===== config.mk =====
export PLATFORM = sky130hd
export DESIGN_NAME = teq_front
export DESIGN_NICKNAME = d
export VERILOG_FILES = /design/src/hdl/teq_pkg.sv /design/src/hdl/teq_front.sv
export SDC_FILE = /design/constraint.sdc
export NUM_CORES = 1
export LEC_CHECK = 0
export BUFFER_PORTS_ARGS = -buffer_cell sky130_fd_sc_hd__buf_2
export CAP_MARGIN = 20
export CORE_UTILIZATION = 35
export CTS_CLUSTER_DIAMETER = 60
export DETAILED_ROUTE_END_ITERATION = 10
export SLEW_MARGIN = 25
export SYNTH_ARGS = -nofsm -noshare
export SYNTH_HDL_FRONTEND = slang
export SYNTH_SLANG_ARGS = --single-unit
export TNS_END_PERCENT = 1

===== constraint.sdc =====
create_clock -name clk -period 10.4 [get_ports clk]
set_input_delay 0.52 -clock clk [delete_from_list [all_inputs] [get_ports clk]]
set_output_delay 0.52 -clock clk [all_outputs]
set_load 0.01 [all_outputs]

===== src/hdl/teq_pkg.sv =====
// Package: shared constants and types for the timer event queue.
package teq_pkg;

    localparam int CAPACITY = 32;
    localparam int CNT_W    = $clog2(CAPACITY + 1);
    localparam int FIFO_DEPTH = 2;

    localparam logic [1:0] FUNC_SET    = 2'd0;
    localparam logic [1:0] FUNC_CANCEL = 2'd1;
    localparam logic [1:0] FUNC_PEEK   = 2'd2;
    localparam logic [1:0] FUNC_POP    = 2'd3;

    localparam logic [1:0] ST_OK        = 2'd0;
    localparam logic [1:0] ST_EMPTY     = 2'd1;
    localparam logic [1:0] ST_NOT_FOUND = 2'd2;
    localparam logic [1:0] ST_FULL      = 2'd3;

    localparam logic [31:0] NO_TIME = 32'hFFFF_FFFF;

    typedef struct packed {
        logic [1:0]  func;
        logic [31:0] expiry_time;
        logic [15:0] node_id;
        logic [31:0] cookie_tag;
    } cmd_t;

    typedef struct packed {
        logic [31:0] t;
        logic [15:0] node;
        logic [31:0] cookie;
    } entry_t;

    typedef struct packed {
        logic [1:0]  status;
        logic [31:0] head_time;
        logic [15:0] head_node;
        logic [31:0] head_cookie;
        logic [5:0]  pending_count;
    } result_t;

endpackage


===== src/hdl/teq_front.sv =====
// Front end: accept items and hold them in a short command queue.
module teq_front
(
    input  logic          clk,
    input  logic          rst_n,
    input  logic          in_valid,
    output logic          in_ready,
    input  teq_pkg::cmd_t in_cmd,
    output logic          cmd_valid,
    input  logic          cmd_ready,
    output teq_pkg::cmd_t cmd
);

    teq_pkg::cmd_t mem_reg [teq_pkg::FIFO_DEPTH];
    logic          wp_reg;
    logic          rp_reg;
    logic [1:0]    cnt_reg;
    logic          push;
    logic          pop;

    assign in_ready  = (cnt_reg != 2'd2);
    assign cmd_valid = (cnt_reg != 2'd0);
    assign cmd       = mem_reg[rp_reg];
    assign push      = in_valid && in_ready;
    assign pop       = cmd_valid && cmd_ready;

    always_ff @(posedge clk or negedge rst_n)
    begin
        if (!rst_n)
        begin
            wp_reg  <= 1'b0;
            rp_reg  <= 1'b0;
            cnt_reg <= 2'd0;
        end
        else
        begin
            if (push)
            begin
                wp_reg <= ~wp_reg;
            end
            if (pop)
            begin
                rp_reg <= ~rp_reg;
            end
            cnt_reg <= cnt_reg + {1'b0, push} - {1'b0, pop};
        end
    end

    always_ff @(posedge clk)
    begin
        if (push)
        begin
            mem_reg[wp_reg] <= in_cmd;
        end
    end

    assert property (@(posedge clk) disable iff (!rst_n) cnt_reg != 2'd3)
        else $error("command queue count out of range");
    assert property (@(posedge clk) disable iff (!rst_n)
        (cnt_reg == 2'd2) |-> !in_ready)
        else $error("command queue accepts while full");
    assert property (@(posedge clk) disable iff (!rst_n)
        (cnt_reg == 2'd0) |=> !(pop && $past(!push)))
        else $error("command queue pops while empty");

endmodule


==> results.md, run 1 <==
* Top post-synthesis cells by count: 164 x edfxtp_1, 70 x mux2_4, 12 x mux2_2
* Cell accounting for the most synthesized area: edfxtp_1
* Total Neg Setup Slack at 0 ns
* Ys flop type: edfxtp_1
* Number of cells upsized or downsized after cts at 0
* Grt total ovfl at 0
* Max FO, Critical Path at 43
* Cells after synthesis at 272
* Syn Area/Cell at 23.8 µm²
* Clock transition at the registers of the reported paths at 0.06 ns
* Buf+Inv Stages, Crit Path at 2
* Count of pins over their slew limit at 0
* Routed wire per std cell at 16.2 µm
* Chip width at 138 µm
* Routability cong. at 0.677
* WHS at 0.281 ns
* Sequential Power Share at 43.2%
* CTS max path bufs at 2
* Ant diodes at 0
* Die ar. at 0.0190 mm²
* Global-route wire length before repair at 16.5 mm
* Fin. Hold Viols at 0
* Layout cell share with drive strength beyond 1 at 61.8%
* Root Buffer: clkbuf_16
* Final setup vio count at 0
* FP Rows at 49
* DR pass1 iterations at 4
* Worst path slowest cell: dfrtp_4
* Core area at 0.0180 mm²
* Largest net degree at the start of global routing at 72
* Net Sw Frac at 28.3%
* RSZ-0062 raised after global routing: false
* Remaining DRCs at 0
* Post-synthesis async set-or-reset flop share at 2.38%
* PortBufs at 169
* Delay-heaviest family, CP: flip-flops
* Setup Skew at 0.0108 ns
* Total GRT Usage at 12.2%
* Slowest cell delay on critical path at 0.91 ns
* Area share of the largest cell type after synthesis at 76.2%
* Clk pwr share at 27.4%
* Critical path class: reg -> out
* Max cap viols at 0
* CTS Buf Count at 17
* Tmin final at 3.15 ns
* Worst EP arrival at 2.63 ns
* ANT nets after route at 0
* Cell area power density at 287 mW/mm²
* Starting density of the core at 35.9%
* H-tree levels at 4
* Worst hold path class: in -> reg
* Nets at 544
* Clock Latency Late Sink at 0.42 ns
* NetSw at 660 µW
* Maximum clock rate at 317 MHz
* Area delta synth->final at 25.6%
* Total wire length at 11.3 mm
* DR iter-0 viols at 182
* Post-synthesis sequential area ratio at 77.7%
* Fin crit share at 30.3%
* Critical path required time at 9.88 ns
* Largest register FFs at 164
* Actual slew at the worst max-slew pin at 1.04 ns
* Combinational power share at 29.4%
* Critical-path cell list: buf_4, mux2_4, buf_2
* Type of origin of the critical path: register
* IO Pins at 170
* Maximum vdd drop at 259 µV
* Synth unique cells at 17
* Number of synthesized flops with an enable pin at 164
* Syn_nets at 360
* Most numerous cell in the Yosys netlist: edfxtp_1
* Area contributors post-synth: edfxtp_1 76%, mux2_4 16%, buf_12 2.2%, mux2_2 2.1%, dfrtp_1 1.5%
* CP endpoint kind: primary output
* Detailed-route via count at 3082
* Number of synthesized register bits at 168
* Vias in the first global route at 3178
* Internal power at 1.67 mW
* CTS tree: done
* Die Y at 138 µm
* Status: complete, no violations
* Synth warn at 0
* Synthesized area at 0.00646 mm²
* Clk sinks at 168
* Number of antenna violations at the first check in global routing at 0
* Via/cell ratio at 4.42
* Relative slew slack at 30.8%
* Leak at 3.23 nW
-- timing repair --
item / CTS / global route
hold buffers: 1 / 0
endpoints found under the setup margin: 0 / 0
hold endpoints to repair: 4 / 0
setup buffers: 0 / 0
-- worst paths after layout --
| kind | slack [ns] | cells past startpoint | to | start |
|---|---|---|---|---|
| hold / removal | 0.28 | 1 | mem_reg[0][76] | in_cmd[76] |
| min in group asynchronous | 0.43 | 2 | cnt_reg[0] | rst_n |
| max in group asynchronous | 9.82 | 2 | rp_reg | rst_n |
| hold reg to reg | 0.54 | 1 | cnt_reg[0] | cnt_reg[0] |
| setup reg to reg | 8.13 | 5 | mem_reg[0][36] | cnt_reg[1] |
| setup / recovery | 7.25 | 3 | cmd[2] | rp_reg |
-- per-layer routing --
metal  vias to the layer above  share of wire, %  global-route usage [%]
met2                       108                51                    19.7
met3                        11               7.7                    5.15
met5                         -                 0                       0
li1                       1442                 -                       -
met1                      1521                41                    14.1
met4                         0               1.1                    5.07
-- logic make-up after synthesis --
logic type / share of synthesized area (%)
buf+inv: 2.48
mux: 18.4
fa+ha+maj: 0.387
xor+xnor: 0.542
simple gates: 0.503
flops: 77.7
-- through the flow --
| stage | setup slack, ns | std cells | util [%] | instance area [µm²] | power (mW) |
|---|---|---|---|---|---|
| floorplan | 5.80 | 272 | - | 6460 | 1.54 |
| global placement | 7.67 | 664 | 41.5 | 7480 | 1.70 |
| detailed placement | 7.65 | 664 | 41.5 | 7480 | 1.72 |
| CTS | 7.18 | 697 | 44.9 | 8090 | 2.36 |
| global route | 7.07 | 698 | 45.0 | 8120 | 2.45 |
| finish | 7.25 | 698 | 45.0 | 8120 | 2.33 |
-- power by group through the flow --
stage                     sequential (mW)  combinational (mW)  clock [mW]
final                                1.01               0.685       0.638
after global routing                 1.02               0.745       0.683
after global placement               1.02               0.686           0
after detailed placement             1.03               0.694           0
after CTS                            1.01               0.696       0.657
after floorplan                     0.983               0.553           0
-- area by class of cell --
type,count,area (µm²)
multi-input combinational,94,1290
fill,1631,9910
tap,229,287
sequential,168,5030
clock buffer,17,425
timing repair buffer,174,906
clock inverter,15,176
inverter,1,3.75
-- cells in the final DEF, fill, tap and decap left out, drive strengths merged --
cell type	count
and2	1
and3	1
buf	173
bufinv	3
clkbuf	17
clkinv	7
clkinvlp	2
dfrtp	4
dlygate4sd3	1
edfxtp	164
ha	2
inv	4
mux2	82
nand2	1
nand2b	1
nor2	1
or2	1
xnor2	3
xor2	1
Power figures use the tool's default switching activity.
==> inputs of run 2 (changes only) <==
==> constraint.sdc (replaced) <==
create_clock -name clk -period 3.2 [get_ports clk]
set_input_delay 0.16 -clock clk [delete_from_list [all_inputs] [get_ports clk]]
set_output_delay 0.16 -clock clk [all_outputs]
set_load 0.01 [all_outputs]
==> run 2 against run 1 <==
Compared with the run above: non-clock buffer count up 83; via count up 10%; sequential share of layout area down 5.5 points; first-iteration DRC count down 6.0%; largest cell class unchanged.
==> results.md, run 2 (synthesized netlist as in run 1, its figures left out) <==
* Nets at 627 (was 544)
* Maximum vdd drop at 504 µV (was 259 µV)
* Multi-input combinational cell area at 0.00129 mm² (unchanged)
* DR iter-0 viols at 171 (was 182)
* DR pass1 iterations at 4 (unchanged)
* Count of pins over their slew limit at 0 (unchanged)
* Die Y at 138 µm (unchanged)
* Critical-path cell list: buf_4, mux2_2, buf_2 (was buf_4, mux2_4, buf_2)
* Type of origin of the critical path: register (unchanged)
* Dpl cell area at 0.00754 mm² (was 0.00748 mm²)
* Largest net degree at the start of global routing at 51 (was 72)
* Total wire length at 11.9 mm (was 11.3 mm)
* Number of antenna violations at the first check in global routing at 0 (unchanged)
* Starting density of the core at 35.9% (unchanged)
* Vias in the first global route at 3448 (was 3178)
* Status: complete, no violations (unchanged)
* Actual slew at the worst max-slew pin at 0.783 ns (was 1.04 ns)
* Remaining DRCs at 0 (unchanged)
* CTS Buf Count at 17 (unchanged)
* Slowest cell delay on critical path at 0.93 ns (was 0.91 ns)
* Die ar. at 0.0190 mm² (unchanged)
* Final Instance Area at 0.00891 mm² (was 0.00812 mm²)
* Clock transition at the registers of the reported paths at 0.06 ns (about the same)
* Routed wire per std cell at 15.2 µm (was 16.2 µm)
* Clk sinks at 168 (unchanged)
* Worst EP arrival at 2.28 ns (was 2.63 ns)
* Clock Latency Late Sink at 0.42 ns (about the same)
* Fin. Hold Viols at 0 (unchanged)
* CTS tree: done (unchanged)
* Tmin final at 2.44 ns
* Global-route wire length before repair at 17.5 mm (was 16.5 mm)
* Final setup vio count at 0 (unchanged)
* FP Rows at 49 (unchanged)
* Max cap viols at 0 (unchanged)
* Cell area power density at 842 mW/mm² (was 287 mW/mm²)
* Layout cell share with drive strength beyond 1 at 51.4% (was 61.8%)
* ANT nets after route at 0 (unchanged)
* PortBufs at 169 (unchanged)
* CTS max path bufs at 2 (unchanged)
* Setup Skew at 0.00758 ns (was 0.0108 ns)
* Worst hold path class: in -> async (was in -> reg)
* Worst path slowest cell: dfrtp_4 (unchanged)
* Root Buffer: clkbuf_16 (unchanged)
* Grt total ovfl at 0 (unchanged)
* Relative slew slack at 47.8% (was 30.8%)
* Via/cell ratio at 4.36 (was 4.42)
* Largest register FFs at 164 (unchanged)
* Detailed-route via count at 3402 (was 3082)
* Leak at 3.53 nW (was 3.23 nW)
* RSZ-0062 raised after global routing: false (unchanged)
* Routability cong. at 0.672 (was 0.677)
* Final HPWL DP at 7.43 mm
* IO Pins at 170 (unchanged)
* Chip width at 138 µm (unchanged)
* Buf+Inv Stages, Crit Path at 2 (unchanged)
* Maximum clock rate at 410 MHz
* Total Neg Setup Slack at 0 ns (unchanged)
* Critical path required time at 3.04 ns (was 9.88 ns)
* Ant diodes at 0 (unchanged)
* Commonest cells after routing, fill and taps aside: 169 x buf_2, 164 x edfxtp_1, 83 x dlygate4sd3_1 (was 169 x buf_2, 164 x edfxtp_1, 70 x mux2_4)
* Fin crit share at 76.1%
* Total GRT Usage at 12.7% (was 12.2%)
* Area delta synth->final at 37.9% (was 25.6%)
* Delay-heaviest family, CP: flip-flops (unchanged)
* H-tree levels at 4 (unchanged)
* Total Power at 7.50 mW (was 2.33 mW)
* Max FO, Critical Path at 40 (was 43)
* # fillers at 1568 (was 1631)
* Critical path class: reg -> out (unchanged)
* FF+latch area at 0.00503 mm² (unchanged)
* Commonest non-fill, non-tap cell in the layout: buf_2 (unchanged)
* CP endpoint kind: primary output (unchanged)
* Core area at 0.0180 mm² (unchanged)
[run 2: cell count changes in the layout (fill, tap and decap cells not counted), moves of 2 or more]
| cell | delta |
|---|---|
| buf_12 | +4 |
| buf_4 | -2 |
| bufinv_16 | -2 |
| clkbuf_1 | +7 |
| clkinv_2 | -4 |
| clkinvlp_4 | +2 |
| dlygate4sd3_1 | +82 |
| inv_6 | -2 |
[run 2: final timing paths]
path,startpoint,end,slack (ns),cells after the start
max reg2reg,cnt_reg[1],mem_reg[0][54],1.28,4
max,rp_reg,cmd[73],0.76,3
min reg2reg,cnt_reg[0],cnt_reg[0],0.53,1
max in group asynchronous,rst_n,rp_reg,2.99,2
min,rst_n,cnt_reg[0],0.08,2
min in group clk,cmd_ready,rp_reg,0.08,3
[run 2: through the flow]
step	utilization [%]	hold WS [ns]	std cells	setup WS, ns
after floorplan	-	-0.136	272	0.227
after global placement	41.9	-0.0322	666	1.20
after detailed placement	41.9	-0.0301	666	1.15
after CTS	49.5	0.0518	781	0.688
after global routing	49.5	0.0665	781	0.634
final	49.5	0.0763	781	0.763
[run 2: metal layers]
metal | track usage (%) | wire, µm | up-vias
met5 | 0 | 0 | -
met4 | 4.89 | 178 | 0
li1 | - | - | 1612
met3 | 4.42 | 646 | 15
met1 | 14.5 | 5000 | 1668
met2 | 21.8 | 6060 | 107
[run 2: cell type report]
class	count	area share (%)
tap	229	3.21
clock buffer	25	5.22
sequential	168	56.4
timing repair buffer	257	19.8
clock inverter	7	0.828
multi-input combinational	94	14.5
inverter	1	0.0421
[run 2: what timing repair did]
item / in CTS / in global routing
hold endpoints to repair: 168 / 0
setup buffers: 0 / 0
resized for setup: 0 / 0
hold buffers: 83 / 0
[run 2: worst reg2reg max path: cells and delay by family (launching register included)]
family / cells / cell delay (ns)
DFF: 1 / 0.40
buffers and inverters: 1 / 0.31
and+or+nand+nor: 3 / 0.86
[run 2: power breakdown]
part / internal, mW / switching, mW / total (mW)
logic: 1.28 / 1.07 / 2.35
clock network: 1.09 / 0.783 / 1.87
registers: 3.01 / 0.268 / 3.28
